### src/rtl/eusa_pkg.sv
// Shared constants, types and register codes for the encoder unwrap and speed average block.
// Depends on nothing; every other file but eusa_ram refers to it by scoped names.

package eusa_pkg;

    // Encoder geometry and averaging window.
    localparam int COUNTS_PER_TURN = 8192;
    localparam int AVG_DEPTH       = 16;

    // Field widths of the sample and result items.
    localparam int RAW_W   = 13;
    localparam int POS_W   = 38;
    localparam int TURN_W  = 24;
    localparam int DELTA_W = 14;
    localparam int AVG_W   = 22;

    // Configuration register widths and reset values.
    localparam int INIT_W = 8;
    localparam int THR_W  = 13;
    localparam logic [INIT_W-1:0] INIT_FRAMES_RESET    = 8'd10;
    localparam logic [THR_W-1:0]  JUMP_THRESHOLD_RESET = 13'd4096;

    // Configuration port geometry: registers at byte addresses 0 and 4.
    localparam int APB_ADDR_W = 3;
    localparam int APB_DATA_W = 32;
    localparam int REG_IDX_W  = 1;
    localparam logic [REG_IDX_W-1:0] REG_INIT_FRAMES    = 1'b0;
    localparam logic [REG_IDX_W-1:0] REG_JUMP_THRESHOLD = 1'b1;

    // Derived widths of the averaging datapath.
    localparam int IDX_W   = (AVG_DEPTH > 1) ? $clog2(AVG_DEPTH) : 1;
    localparam int FILL_W  = $clog2(AVG_DEPTH + 1);
    localparam int SUM_W   = DELTA_W + FILL_W;
    localparam int Q_SHIFT = 8;
    localparam int NUM_W   = SUM_W + Q_SHIFT;
    localparam int CNT_W   = $clog2(NUM_W);
    localparam int CPT_W   = $clog2(COUNTS_PER_TURN + 1);

    // Sequencer states of the top level.
    typedef enum logic [1:0] {
        ST_IDLE,
        ST_READ,
        ST_DIV,
        ST_EMIT
    } state_t;

    // Request and response of the iterative divider.
    typedef struct packed {
        logic                    start;
        logic signed [NUM_W-1:0] dividend;
        logic [FILL_W-1:0]       divisor;
    } div_req_t;

    typedef struct packed {
        logic                    done;
        logic signed [NUM_W-1:0] quotient;
    } div_rsp_t;

endpackage

### src/rtl/eusa_sample_if.sv
// Valid/ready channel that carries one raw encoder sample item.
// Depends on eusa_pkg for the field width.

interface eusa_sample_if;
    logic                        valid;
    logic                        ready;
    logic [eusa_pkg::RAW_W-1:0]  raw_count;

    modport source (output valid, output raw_count, input ready);
    modport sink   (input valid, input raw_count, output ready);
endinterface

### src/rtl/eusa_result_if.sv
// Valid/ready channel that carries one position and speed result item.
// Depends on eusa_pkg for the field widths.

interface eusa_result_if;
    logic                                valid;
    logic                                ready;
    logic signed [eusa_pkg::POS_W-1:0]   position;
    logic signed [eusa_pkg::TURN_W-1:0]  turn_count;
    logic signed [eusa_pkg::DELTA_W-1:0] delta;
    logic signed [eusa_pkg::AVG_W-1:0]   avg_rate;
    logic                                ready_res;

    modport source (output valid, output position, output turn_count, output delta,
                    output avg_rate, output ready_res, input ready);
    modport sink   (input valid, input position, input turn_count, input delta,
                    input avg_rate, input ready_res, output ready);
endinterface

### src/rtl/eusa_ram.sv
// Generic single-clock RAM with one write port and one registered read port.
// Stand-alone; used for the delta history ring.

module eusa_ram #(
    parameter int WIDTH = 8,
    parameter int DEPTH = 16
) (
    input  logic                                         clk,
    input  logic                                         we,
    input  logic [((DEPTH > 1) ? $clog2(DEPTH) : 1)-1:0] waddr,
    input  logic [WIDTH-1:0]                             wdata,
    input  logic                                         re,
    input  logic [((DEPTH > 1) ? $clog2(DEPTH) : 1)-1:0] raddr,
    output logic [WIDTH-1:0]                             rdata
);

    logic [WIDTH-1:0] mem [DEPTH];

    // Write port.
    always_ff @(posedge clk)
    begin
        if (we)
        begin
            mem[waddr] <= wdata;
        end
    end

    // Registered read port, enabled by re.
    always_ff @(posedge clk)
    begin
        if (re)
        begin
            rdata <= mem[raddr];
        end
    end

endmodule

### src/rtl/eusa_div.sv
// Restoring divider, one quotient bit per cycle, signed dividend and unsigned divisor.
// Depends on eusa_pkg for widths and the request and response structs.

module eusa_div (
    input  logic               clk,
    input  logic               rst_n,
    input  eusa_pkg::div_req_t req,
    output eusa_pkg::div_rsp_t rsp
);

    localparam int NW = eusa_pkg::NUM_W;
    localparam int DW = eusa_pkg::FILL_W;

    logic            busy_reg;
    logic            done_reg;
    logic [eusa_pkg::CNT_W-1:0] cnt_reg;
    logic [DW-1:0]   rem_reg;
    logic [DW-1:0]   dsr_reg;
    logic [NW-1:0]   quo_reg;
    logic            neg_reg;

    logic [NW-1:0]   mag;
    logic [DW:0]     shifted;
    logic            fits;
    logic [DW:0]     rem_step;

    // Magnitude of the dividend; the sign is reapplied at the end.
    assign mag = req.dividend[NW-1] ? (~req.dividend + 1'b1) : req.dividend;

    // One restoring step: shift in the next dividend bit and try a subtraction.
    always_comb
    begin
        shifted  = {rem_reg, quo_reg[NW-1]};
        fits     = (shifted >= {1'b0, dsr_reg});
        rem_step = fits ? (shifted - {1'b0, dsr_reg}) : shifted;
    end

    // Control: busy while bits remain, done pulses after the last step.
    always_ff @(posedge clk or negedge rst_n)
    begin
        if (!rst_n)
        begin
            busy_reg <= 1'b0;
            done_reg <= 1'b0;
            cnt_reg  <= '0;
        end
        else
        begin
            done_reg <= 1'b0;
            if (req.start)
            begin
                busy_reg <= 1'b1;
                cnt_reg  <= eusa_pkg::CNT_W'(NW - 1);
            end
            else if (busy_reg)
            begin
                if (cnt_reg == '0)
                begin
                    busy_reg <= 1'b0;
                    done_reg <= 1'b1;
                end
                else
                begin
                    cnt_reg <= cnt_reg - 1'b1;
                end
            end
        end
    end

    // Datapath: the quotient register starts out holding the dividend magnitude.
    always_ff @(posedge clk)
    begin
        if (req.start)
        begin
            quo_reg <= mag;
            rem_reg <= '0;
            dsr_reg <= req.divisor;
            neg_reg <= req.dividend[NW-1];
        end
        else if (busy_reg)
        begin
            quo_reg <= {quo_reg[NW-2:0], fits};
            rem_reg <= rem_step[DW-1:0];
        end
    end

    // Truncation toward zero: negate the magnitude quotient for a negative dividend.
    assign rsp.done     = done_reg;
    assign rsp.quotient = neg_reg ? $signed(~quo_reg + 1'b1) : $signed(quo_reg);

endmodule

### src/rtl/encoder_unwrap_speed_average.sv
// Top level of the encoder unwrap and speed average block.
// Depends on eusa_pkg, eusa_sample_if, eusa_result_if, eusa_ram and eusa_div.
//
// Usage: each sample item carries one 13-bit single-turn encoder count. For
// every sample the block returns one result item with the multi-turn position,
// the turn counter, the unwrapped delta, the Q8 moving average of the last
// sixteen deltas and a flag that bias capture is complete.
// Timing: a sample is taken in the idle state only. The delta history ring is
// read in the accept cycle, updated in the next one, and the average is then
// formed by a restoring divider at one quotient bit per cycle (27 bits). No new
// sample is taken until the result of the last one is in the output register.
// The result sits in an output register; a stalled receiver holds it there,
// and the block stops in its last step until the register is free.
// Reset clears the turn counter, bias, history pointers and running sum and
// restores init_frames to 10 and jump_threshold to 4096. History entries are
// only read once written, so the ring needs no clearing pass.
// Configuration: APB registers init_frames at 0x0 and jump_threshold at 0x4.

module encoder_unwrap_speed_average (
    input  logic                              clk,
    input  logic                              rst_n,
    eusa_sample_if.sink                       sample,
    eusa_result_if.source                     result,
    input  logic                              psel,
    input  logic                              penable,
    input  logic                              pwrite,
    input  logic [eusa_pkg::APB_ADDR_W-1:0]   paddr,
    input  logic [eusa_pkg::APB_DATA_W-1:0]   pwdata,
    output logic [eusa_pkg::APB_DATA_W-1:0]   prdata,
    output logic                              pready
);

    localparam int DW   = eusa_pkg::DELTA_W;
    localparam int SW   = eusa_pkg::SUM_W;
    localparam int PW   = eusa_pkg::TURN_W + eusa_pkg::CPT_W + 1;
    localparam int EW   = (PW > eusa_pkg::POS_W) ? PW : eusa_pkg::POS_W;

    // Configuration registers.
    logic [eusa_pkg::INIT_W-1:0]   init_frames_reg;
    logic [eusa_pkg::THR_W-1:0]    jump_threshold_reg;
    logic [eusa_pkg::REG_IDX_W-1:0] reg_idx;
    logic                          cfg_write;

    // Sequencer and scalar state.
    eusa_pkg::state_t              state_reg;
    eusa_pkg::state_t              state_next;
    logic [eusa_pkg::RAW_W-1:0]    last_raw_reg;
    logic [eusa_pkg::RAW_W-1:0]    bias_reg;
    logic signed [eusa_pkg::TURN_W-1:0] turns_reg;
    logic [eusa_pkg::INIT_W-1:0]   init_count_reg;
    logic [eusa_pkg::FILL_W-1:0]   fill_count_reg;
    logic [eusa_pkg::IDX_W-1:0]    write_index_reg;
    logic signed [SW-1:0]          delta_sum_reg;

    // Per-item working registers.
    logic [eusa_pkg::RAW_W-1:0]    raw_reg;
    logic signed [DW-1:0]          delta_reg;
    logic                          ready_flag_reg;
    logic signed [eusa_pkg::POS_W-1:0] position_reg;

    // Output register.
    logic                          res_valid_reg;
    logic signed [eusa_pkg::POS_W-1:0]  res_position_reg;
    logic signed [eusa_pkg::TURN_W-1:0] res_turns_reg;
    logic signed [DW-1:0]          res_delta_reg;
    logic signed [eusa_pkg::AVG_W-1:0]  res_avg_reg;
    logic                          res_ready_reg;

    // Sequencer outputs.
    logic                          accept;
    logic                          ram_re;
    logic                          ram_we;
    logic                          emit_load;
    logic                          div_start;

    // Accept-cycle datapath.
    logic                          capture;
    logic [eusa_pkg::RAW_W-1:0]    bias_next;
    logic [eusa_pkg::INIT_W-1:0]   init_count_next;
    logic signed [DW-1:0]          d_raw;
    logic signed [DW-1:0]          thr;
    logic signed [DW-1:0]          delta_next;
    logic signed [eusa_pkg::TURN_W-1:0] turns_next;

    // Update-cycle datapath.
    logic [DW-1:0]                 ram_rdata;
    logic                          window_full;
    logic signed [SW-1:0]          delta_sum_next;
    logic [eusa_pkg::FILL_W-1:0]   fill_count_next;
    logic [eusa_pkg::IDX_W-1:0]    write_index_next;
    logic signed [PW-1:0]          turn_prod;
    logic signed [EW-1:0]          pos_wide;
    logic signed [DW-1:0]          offset;
    eusa_pkg::div_req_t            div_req;
    eusa_pkg::div_rsp_t            div_rsp;

    // Configuration port: writes land in the access phase, reads are direct.
    assign pready    = 1'b1;
    assign reg_idx   = paddr[eusa_pkg::APB_ADDR_W-1:2];
    assign cfg_write = psel && penable && pwrite && pready;

    always_ff @(posedge clk or negedge rst_n)
    begin
        if (!rst_n)
        begin
            init_frames_reg    <= eusa_pkg::INIT_FRAMES_RESET;
            jump_threshold_reg <= eusa_pkg::JUMP_THRESHOLD_RESET;
        end
        else if (cfg_write)
        begin
            case (reg_idx)
                eusa_pkg::REG_INIT_FRAMES:
                    init_frames_reg <= pwdata[eusa_pkg::INIT_W-1:0];
                eusa_pkg::REG_JUMP_THRESHOLD:
                    jump_threshold_reg <= pwdata[eusa_pkg::THR_W-1:0];
                default:
                    init_frames_reg <= init_frames_reg;
            endcase
        end
    end

    always_comb
    begin
        case (reg_idx)
            eusa_pkg::REG_INIT_FRAMES:
                prdata = eusa_pkg::APB_DATA_W'(init_frames_reg);
            eusa_pkg::REG_JUMP_THRESHOLD:
                prdata = eusa_pkg::APB_DATA_W'(jump_threshold_reg);
            default:
                prdata = '0;
        endcase
    end

    // Next-state logic of the sequencer.
    always_comb
    begin
        state_next = state_reg;
        case (state_reg)
            eusa_pkg::ST_IDLE:
                if (sample.valid)
                begin
                    state_next = eusa_pkg::ST_READ;
                end
            eusa_pkg::ST_READ:
                state_next = eusa_pkg::ST_DIV;
            eusa_pkg::ST_DIV:
                if (div_rsp.done)
                begin
                    state_next = eusa_pkg::ST_EMIT;
                end
            eusa_pkg::ST_EMIT:
                if (!res_valid_reg || result.ready)
                begin
                    state_next = eusa_pkg::ST_IDLE;
                end
            default:
                state_next = eusa_pkg::ST_IDLE;
        endcase
    end

    // Output logic of the sequencer.
    always_comb
    begin
        sample.ready = 1'b0;
        ram_we       = 1'b0;
        div_start    = 1'b0;
        emit_load    = 1'b0;
        case (state_reg)
            eusa_pkg::ST_IDLE:
                sample.ready = 1'b1;
            eusa_pkg::ST_READ:
            begin
                ram_we    = 1'b1;
                div_start = 1'b1;
            end
            eusa_pkg::ST_DIV:
                emit_load = 1'b0;
            eusa_pkg::ST_EMIT:
                emit_load = !res_valid_reg || result.ready;
            default:
                sample.ready = 1'b0;
        endcase
    end

    assign accept = sample.valid && sample.ready;
    assign ram_re = accept;

    always_ff @(posedge clk or negedge rst_n)
    begin
        if (!rst_n)
        begin
            state_reg <= eusa_pkg::ST_IDLE;
        end
        else
        begin
            state_reg <= state_next;
        end
    end

    // Bias capture and turn unwrap, evaluated as the sample is taken.
    always_comb
    begin
        capture         = (init_count_reg < init_frames_reg);
        bias_next       = capture ? sample.raw_count : bias_reg;
        init_count_next = capture ? (init_count_reg + 1'b1) : init_count_reg;
        d_raw           = $signed({1'b0, sample.raw_count}) - $signed({1'b0, last_raw_reg});
        thr             = $signed({1'b0, jump_threshold_reg});
        delta_next      = d_raw;
        turns_next      = turns_reg;
        if (d_raw > thr)
        begin
            delta_next = d_raw - $signed(DW'(eusa_pkg::COUNTS_PER_TURN));
            turns_next = turns_reg - 1'b1;
        end
        else if (d_raw < -thr)
        begin
            delta_next = d_raw + $signed(DW'(eusa_pkg::COUNTS_PER_TURN));
            turns_next = turns_reg + 1'b1;
        end
    end

    // Delta history ring; the entry at the write pointer is the one that leaves the window.
    eusa_ram #(
        .WIDTH (DW),
        .DEPTH (eusa_pkg::AVG_DEPTH)
    ) u_ring (
        .clk   (clk),
        .we    (ram_we),
        .waddr (write_index_reg),
        .wdata (delta_reg),
        .re    (ram_re),
        .raddr (write_index_reg),
        .rdata (ram_rdata)
    );

    // Running sum, fill count and pointer update in the cycle after the ring read.
    always_comb
    begin
        window_full      = (fill_count_reg >= eusa_pkg::FILL_W'(eusa_pkg::AVG_DEPTH));
        delta_sum_next   = delta_sum_reg + SW'(delta_reg);
        fill_count_next  = fill_count_reg;
        if (window_full)
        begin
            delta_sum_next = delta_sum_reg + SW'(delta_reg) - SW'($signed(ram_rdata));
        end
        else
        begin
            fill_count_next = fill_count_reg + 1'b1;
        end
        if (write_index_reg == eusa_pkg::IDX_W'(eusa_pkg::AVG_DEPTH - 1))
        begin
            write_index_next = '0;
        end
        else
        begin
            write_index_next = write_index_reg + 1'b1;
        end
    end

    // Multi-turn position: offset from the bias plus whole turns.
    assign offset    = $signed({1'b0, raw_reg}) - $signed({1'b0, bias_reg});
    assign turn_prod = turns_reg * $signed({1'b0, eusa_pkg::CPT_W'(eusa_pkg::COUNTS_PER_TURN)});
    assign pos_wide  = EW'(turn_prod) + EW'(offset);

    // The mean in Q8 is the scaled sum over the fill count.
    assign div_req = {div_start, delta_sum_next, {eusa_pkg::Q_SHIFT{1'b0}}, fill_count_next};

    eusa_div u_div (
        .clk   (clk),
        .rst_n (rst_n),
        .req   (div_req),
        .rsp   (div_rsp)
    );

    // Scalar state.
    always_ff @(posedge clk or negedge rst_n)
    begin
        if (!rst_n)
        begin
            last_raw_reg    <= '0;
            bias_reg        <= '0;
            turns_reg       <= '0;
            init_count_reg  <= '0;
            fill_count_reg  <= '0;
            write_index_reg <= '0;
            delta_sum_reg   <= '0;
        end
        else if (accept)
        begin
            last_raw_reg   <= sample.raw_count;
            bias_reg       <= bias_next;
            turns_reg      <= turns_next;
            init_count_reg <= init_count_next;
        end
        else if (ram_we)
        begin
            fill_count_reg  <= fill_count_next;
            write_index_reg <= write_index_next;
            delta_sum_reg   <= delta_sum_next;
        end
    end

    // Per-item working registers.
    always_ff @(posedge clk)
    begin
        if (accept)
        begin
            raw_reg        <= sample.raw_count;
            delta_reg      <= delta_next;
            ready_flag_reg <= (init_count_next >= init_frames_reg);
        end
        if (ram_we)
        begin
            position_reg <= pos_wide[eusa_pkg::POS_W-1:0];
        end
    end

    // Output register: loaded in the last step, cleared when the item is taken.
    always_ff @(posedge clk or negedge rst_n)
    begin
        if (!rst_n)
        begin
            res_valid_reg <= 1'b0;
        end
        else if (emit_load)
        begin
            res_valid_reg <= 1'b1;
        end
        else if (result.ready)
        begin
            res_valid_reg <= 1'b0;
        end
    end

    always_ff @(posedge clk)
    begin
        if (emit_load)
        begin
            res_position_reg <= position_reg;
            res_turns_reg    <= turns_reg;
            res_delta_reg    <= delta_reg;
            res_avg_reg      <= div_rsp.quotient[eusa_pkg::AVG_W-1:0];
            res_ready_reg    <= ready_flag_reg;
        end
    end

    assign result.valid      = res_valid_reg;
    assign result.position   = res_position_reg;
    assign result.turn_count = res_turns_reg;
    assign result.delta      = res_delta_reg;
    assign result.avg_rate   = res_avg_reg;
    assign result.ready_res  = res_ready_reg;

    // One item at a time: taking a sample closes the input until the item is done.
    assert property (@(posedge clk) disable iff (!rst_n)
        accept |=> !sample.ready)
    else $error("sample taken while an item was still in progress");

    // The divider only finishes while the sequencer waits for it.
    assert property (@(posedge clk) disable iff (!rst_n)
        div_rsp.done |-> (state_reg == eusa_pkg::ST_DIV))
    else $error("divider finished outside the wait step");

    // The fill count never passes the window depth.
    assert property (@(posedge clk) disable iff (!rst_n)
        fill_count_reg <= eusa_pkg::FILL_W'(eusa_pkg::AVG_DEPTH))
    else $error("fill count beyond the window depth");

    // A result is loaded only once the output register is free or being emptied.
    assert property (@(posedge clk) disable iff (!rst_n)
        emit_load |-> (!res_valid_reg || result.ready))
    else $error("result overwritten before it was taken");

endmodule
### src/flat_wrapper.sv
// flat-port wrapper written by rule: the top's interface ports become plain ports
module encoder_unwrap_speed_average_flat 
  (clk, rst_n, psel, penable, pwrite, paddr, pwdata, prdata, pready, sample_valid, sample_raw_count, sample_ready, result_valid, result_position, result_turn_count, result_delta, result_avg_rate, result_ready_res, result_ready);
  eusa_sample_if sample_i ();
  eusa_result_if result_i ();
  input  logic clk;
  input  logic rst_n;
  input  logic psel;
  input  logic penable;
  input  logic pwrite;
  input  logic [eusa_pkg::APB_ADDR_W-1:0] paddr;
  input  logic [eusa_pkg::APB_DATA_W-1:0] pwdata;
  output logic [eusa_pkg::APB_DATA_W-1:0] prdata;
  output logic pready;
  input wire logic [$bits(sample_i.valid)-1:0] sample_valid;
  input wire logic [$bits(sample_i.raw_count)-1:0] sample_raw_count;
  output wire logic [$bits(sample_i.ready)-1:0] sample_ready;
  output wire logic [$bits(result_i.valid)-1:0] result_valid;
  output wire logic [$bits(result_i.position)-1:0] result_position;
  output wire logic [$bits(result_i.turn_count)-1:0] result_turn_count;
  output wire logic [$bits(result_i.delta)-1:0] result_delta;
  output wire logic [$bits(result_i.avg_rate)-1:0] result_avg_rate;
  output wire logic [$bits(result_i.ready_res)-1:0] result_ready_res;
  input wire logic [$bits(result_i.ready)-1:0] result_ready;
  assign sample_i.valid = sample_valid;
  assign sample_i.raw_count = sample_raw_count;
  assign sample_ready = sample_i.ready;
  assign result_valid = result_i.valid;
  assign result_position = result_i.position;
  assign result_turn_count = result_i.turn_count;
  assign result_delta = result_i.delta;
  assign result_avg_rate = result_i.avg_rate;
  assign result_ready_res = result_i.ready_res;
  assign result_i.ready = result_ready;
  encoder_unwrap_speed_average u_core (.clk(clk), .rst_n(rst_n), .sample(sample_i), .result(result_i), .psel(psel), .penable(penable), .pwrite(pwrite), .paddr(paddr), .pwdata(pwdata), .prdata(prdata), .pready(pready));
endmodule
### config.mk
export PLATFORM = sky130hd
export DESIGN_NAME = encoder_unwrap_speed_average_flat
export DESIGN_NICKNAME = d
export VERILOG_FILES = /design/src/rtl/eusa_pkg.sv /design/src/rtl/eusa_sample_if.sv /design/src/rtl/eusa_result_if.sv /design/src/rtl/eusa_ram.sv /design/src/rtl/eusa_div.sv /design/src/rtl/encoder_unwrap_speed_average.sv /design/src/flat_wrapper.sv
export SDC_FILE = /design/constraint.sdc
export NUM_CORES = 1
export LEC_CHECK = 0
export BUFFER_PORTS_ARGS = -buffer_cell sky130_fd_sc_hd__buf_4
export CAP_MARGIN = 20
export CORE_MARGIN = 2
export CORE_UTILIZATION = 33
export CTS_BUF_LIST = sky130_fd_sc_hd__clkbuf_8
export CTS_CLUSTER_DIAMETER = 150
export CTS_CLUSTER_SIZE = 20
export DETAILED_ROUTE_END_ITERATION = 12
export PLACE_DENSITY = 0.57
export RECOVER_POWER = 25
export SETUP_SLACK_MARGIN = 0.2
export SYNTH_ARGS = -nofsm -noshare
export SYNTH_HDL_FRONTEND = slang
export SYNTH_HIERARCHICAL = 1
export SYNTH_SLANG_ARGS = --single-unit
### constraint.sdc
create_clock -name clk -period 14.6 [get_ports clk]
set_input_delay 2.19 -clock clk [delete_from_list [all_inputs] [get_ports clk]]
set_output_delay 2.19 -clock clk [all_outputs]
set_load 0.1 [all_outputs]
== After elaboration in Yosys (flattened, before gate mapping) ==
Memories as Yosys holds them, arrays and structs flattened. A register that Yosys moved wholly into a read port is not among the register bits.
Index checks and enable logic that the tools add are counted.

* Register bits after elaboration: 320
* RAM bits: 224
* Output and inout bits: 134
* Word-level logic and storage cells: 114
* Memories: 1

* Add/sub/neg operators: 17
* Magnitude comparators: 6
* Equality and inequality tests: 8
* Mux-type cells: 34
* Bitwise operators: 4
* Reductions and logical operators: 17

{| class="wikitable"
|+ Memory list
! memory !! depth !! width !! read ports !! clocked after Yosys merged registers in !! wr ports !! RTL line !! text
|-
| u_core.u_ring.mem || 16 || 14 || 1 || 1 || 1 || eusa_ram.sv:17 || <nowiki>logic [WIDTH-1:0] mem [DEPTH];</nowiki>
|}

{| class="wikitable"
|+ Operators with widths
! cell !! number
|-
| 27-bit 2-to-1 mux || 3
|-
| 32-bit one-hot mux with 2 select lines || 1
|-
| 24-bit 2-to-1 mux || 2
|-
| 37-bit by 14-bit adder with 38-bit output || 1
|-
| 14-bit 2-to-1 mux || 2
|-
| 13-bit by 13-bit subtractor with 14-bit output || 2
|-
| 27-bit by 1-bit adder with 27-bit output, second input constant || 1
|-
| 27-bit inverter || 1
|-
| 5-bit 2-to-1 mux || 5
|-
| 24-bit by 1-bit adder with 24-bit output, second input constant || 1
|-
| 24-bit by 1-bit subtractor with 24-bit output, second input constant || 1
|-
| 22-bit by 1-bit adder with 22-bit output, second input constant || 1
|-
| 22-bit 2-to-1 mux || 1
|-
| 22-bit inverter || 1
|-
| 19-bit by 14-bit adder with 19-bit output || 1
|-
| 19-bit 2-to-1 mux || 1
|-
| 19-bit by 14-bit subtractor with 19-bit output || 1
|-
| 14-bit adder, second input constant || 1
|-
| 14-bit > comparator || 1
|-
| 14-bit less-than comparator || 1
|-
| 13-bit negator with 14-bit output || 1
|-
| 14-bit subtractor, second input constant || 1
|-
| 1-bit 2-to-1 mux || 13
|-
| 2-bit AND reduction || 6
|-
| other kinds (26) || 36
|}

== Logic depth before layout (Yosys ltp) ==
* Word-level depth: 7
* Mapped depth: 29

== Cells and area by module ==
Netlist, hierarchy kept.

{| class="wikitable"
|+ By module, submodules not included
! module !! times used !! cells an instance !! area each (um^2) !! seq. area each (um^2)
|-
| encoder_unwrap_speed_average || 1 || 1417 || 15737.6 || 7711.1
|-
| eusa_ram || 1 || 379 || 8903.5 || 7146.9
|-
| eusa_div || 1 || 379 || 3387.0 || 1266.2
|}

== Least setup slack after synthesis ==
No wires, ideal clock.

* Path type: input -> register
* From: in sample_raw_count[0]
* To: reg u_core/turns_reg[22] in the netlist's numbering
* Arrival: 7.314 ns
* Path slack: 7.207 ns
* Cell stages on the path: 27
* Buffers on the path: 2
* Path through: inv_1 > ha_1 > inv_1 > fa_1 > a21o_1 > a21oi_1 > o21bai_1 > a21oi_1 > o21ai_0 > a41o_1 > a21o_1 > a21oi_1 > xnor2_1 > ha_1 > a41o_1 > or3_1 > nand2_1 > nor2_1 > clkbuf_1 > buf_2 > xnor2_1 > ha_1 > nor3_1 > or4_4 > o21a_1 > o41ai_2 > xor2_1

* Cells in the longest elaborated chain, start to end: 4
* Elaborated cells between the ends (all ways): 6

{| class="wikitable"
|+ RTL lines
! what !! RTL line !! text
|-
| start, declared || flat_wrapper.sv:16 || <nowiki>input wire logic [$bits(sample_i.raw_count)-1:0] sample_raw_count;</nowiki>
|-
| 13-bit by 13-bit subtractor with 14-bit output (*) || encoder_unwrap_speed_average.sv:206 || <nowiki>d_raw = $signed({1'b0, sample.raw_count}) - $signed({1'b0, last_raw_reg});</nowiki>
|-
| via u_core.d_raw[12] || encoder_unwrap_speed_average.sv:80 || <nowiki>logic signed [DW-1:0] d_raw;</nowiki>
|-
| 14-bit less-than comparator or 14-bit > comparator (tied branches) || encoder_unwrap_speed_average.sv:215, encoder_unwrap_speed_average.sv:210 ||
|-
| 2-bit nonzero test (no line) || - ||
|-
| 2-bit AND reduction (no line) || - ||
|-
| end signal, assigned || encoder_unwrap_speed_average.sv:292 || <nowiki>turns_reg <= turns_next;</nowiki>
|-
| end, declared || encoder_unwrap_speed_average.sv:49 || <nowiki>logic signed [eusa_pkg::TURN_W-1:0] turns_reg;</nowiki>
|}

Mark *: on every way through the listed nets, which the timed path passes. The rest lies on a longest branch.
A chain may end at the register's enable or synchronous reset.

== Final worst setup path ==
* From: in sample_raw_count[0]
* To: reg u_core/turns_reg[20] in the netlist's numbering

Same word-level chain as after synthesis.

==> flow_summary.toml <==
[drt]
finalWirelength_um = 64300
antenna_left = 0
via_count = 17500
drc_errors = 0
detail_route.vias_per_cell = 5.04
first_pass_iters = 8
wl_per_cell_um = 18.5
initial_drt_markers = 1222

[sta]
fmax_mhz = 138
finalMaxSlewViolations = 78
finalHoldViolations = 0
clock_skew_ps = 35.7
setup-tns-final_ps = 0
setup_viols_final = 0
finalCriticalPeriod_ps = 7230
fin_crit_sh_pct = 49.5
rsz0062_at_grt = "no"
worst_slew_margin_rel_pct = -3.52
worst_slew_pin_slew_ps = 1550

[critical_path]
cpLargestDelayFamily = "compound AO/OA/AOI/OAI gates"
cp_slowest_stage_delay_ps = 420
setup.worst_path.end_class = "flop"
critical_path_arrival_ps = 7840
start_kind = "input port"
critical_path.n_buffers_inverters = 3
worst-path-max-fanout = 9
timing_worst_setup_path_type = "in2reg"
critical-path-slowest-cell = "sky130_fd_sc_hd__or3_1"
timing.critical_path.required_ps = 15210

[global_routing]
grt_pass1_vias = 17800
global_route.usage.total_pct = 14.7
antenna_found_initial = 11
gr-total-overflow = 0
grt_start_max_net_pins = 83
grt_first_pass_wirelength_um = 101000

[clock_network]
clockBufferDepth = 3
clkLatencyLatePin_ps = 710
cts_num_sinks = 558
post_cts_resize_count = 0
cts-buffers-inserted = 31
tritoncts = "done"
post-cts-setup-buffers = 0
ctsHoldBuffers = 0
master_cell_of_the_clock_root_buffer = "sky130_fd_sc_hd__clkbuf_8"
clk_pin_slew_worst_paths_ps = 130
htree_num_levels = 1

[final_layout]
layout.filler_cells = 8038
multi_input_area_mm2 = 0.0111
regArea_mm2 = 0.0161
area_growth_syn_to_layout_pct = 10.9
num-nets-final = 2523
final_cell_mix = "436 x sky130_fd_sc_hd__edfxtp_1, 169 x sky130_fd_sc_hd__buf_4, 145 x sky130_fd_sc_hd__ha_1"
layout_commonest_cell = "sky130_fd_sc_hd__edfxtp_1"
drive_gt1_share_pct = 16.0
largest_register_ff_count = 224

[yosys]
synthesis.instances = 2161
syn_area_mm2 = 0.0279
synthesis.area_per_instance_um2 = 12.9
ys_warnings = 6

[floorplan]
die-width_um = 295
number_of_rows_in_the_core_area = 106
top_level_ports = 189
floorplan.die.height_um = 295
die_area_mm2 = 0.0869
initial_core_util_pct = 33.4
core_area_mm2 = 0.0837

[place]
numPortBuffers = 147
hpwl_um = 43800
gp_routability_congestion = 0.869

[run]
max_cap_violations = 2

[run_status]
status = "finished with violations"
failed_checks = "capacitance limit, slew limit"

[hold_path]
class_of_the_worst_hold_path = "reg2reg"
routing by layer:
metal | vias up | track usage (%) | share of wire [%]
met5 | - | 0 | 0.16
met3 | 91 | 2.72 | 5.5
met1 | 8659 | 19.7 | 45
met4 | 16 | 3.67 | 2.0
li1 | 8362 | - | -
met2 | 399 | 24.7 | 47
worst register-to-register path, stage by stage (launching register included):
cell	delay (ps)
sky130_fd_sc_hd__dfrtp_1	410
sky130_fd_sc_hd__inv_1	60
sky130_fd_sc_hd__ha_1	280
sky130_fd_sc_hd__nor2b_1	120
sky130_fd_sc_hd__o21ai_0	200
sky130_fd_sc_hd__a21boi_0	160
sky130_fd_sc_hd__o21ai_0	260
sky130_fd_sc_hd__a21boi_0	160
sky130_fd_sc_hd__o21ai_0	280
sky130_fd_sc_hd__a21oi_1	140
sky130_fd_sc_hd__o41ai_1	530
sky130_fd_sc_hd__o21a_1	900
sky130_fd_sc_hd__ha_1	330
sky130_fd_sc_hd__inv_1	60
sky130_fd_sc_hd__fa_1	410
sky130_fd_sc_hd__nor2b_1	190
sky130_fd_sc_hd__o2111ai_1	160
sky130_fd_sc_hd__nand4_1	150
sky130_fd_sc_hd__a41oi_1	210
sky130_fd_sc_hd__o21ai_0	480
sky130_fd_sc_hd__a21oi_1	230
sky130_fd_sc_hd__o21ai_0	370
sky130_fd_sc_hd__nor4_1	70
sky130_fd_sc_hd__or3_1	380
area by class of cell:
class	count	share of cell area (%)
flip-flops and latches	558	52.1
multi-input cells	1432	35.7
well taps	1134	4.58
repair buffers	174	4.36
inverters	120	1.46
clock buffers	31	1.38
clock inverters	27	0.340
diodes	3	0.0243
path summary, 6_finish.rpt:
kind,end,cells past startpoint,from,slack [ps]
max,u_core/turns_reg[20]$_DFFE_PN0P_,28,sample_raw_count[0],7370
min,u_core/result.ready_res$_DFFE_PP_,0,u_core/ready_flag_reg$_DFFE_PP_,420
max reg2reg,u_core/position_reg[31]$_DFFE_PP_,23,u_core/bias_reg[1]$_DFFE_PN0P_,7830
min reg2reg,u_core/result.ready_res$_DFFE_PP_,0,u_core/ready_flag_reg$_DFFE_PP_,420
max in group asynchronous,u_core/write_index_reg[0]$_DFFE_PN0P_,2,rst_n,11970
min in group asynchronous,u_core/turns_reg[22]$_DFFE_PN0P_,1,rst_n,1560
through the flow:
stage / cell area [µm²] / std cells / util (%) / worst slack (ps) / hold WS, ps
floorplan: 28100 / 2208 / - / 7210 / 400
CTS: 30900 / 3474 / 36.9 / 7430 / 427
detailed placement: 30400 / 3416 / 36.3 / 6660 / 405
global route: 30900 / 3477 / 37.0 / 6960 / 435
global placement: 30400 / 3415 / 36.3 / 6620 / 407
finish: 30900 / 3479 / 37.0 / 7370 / 425
Power is left out: the tool's default activity adds up to more than one toggle a clock period on the data nets, which glitch-free logic cannot reach.
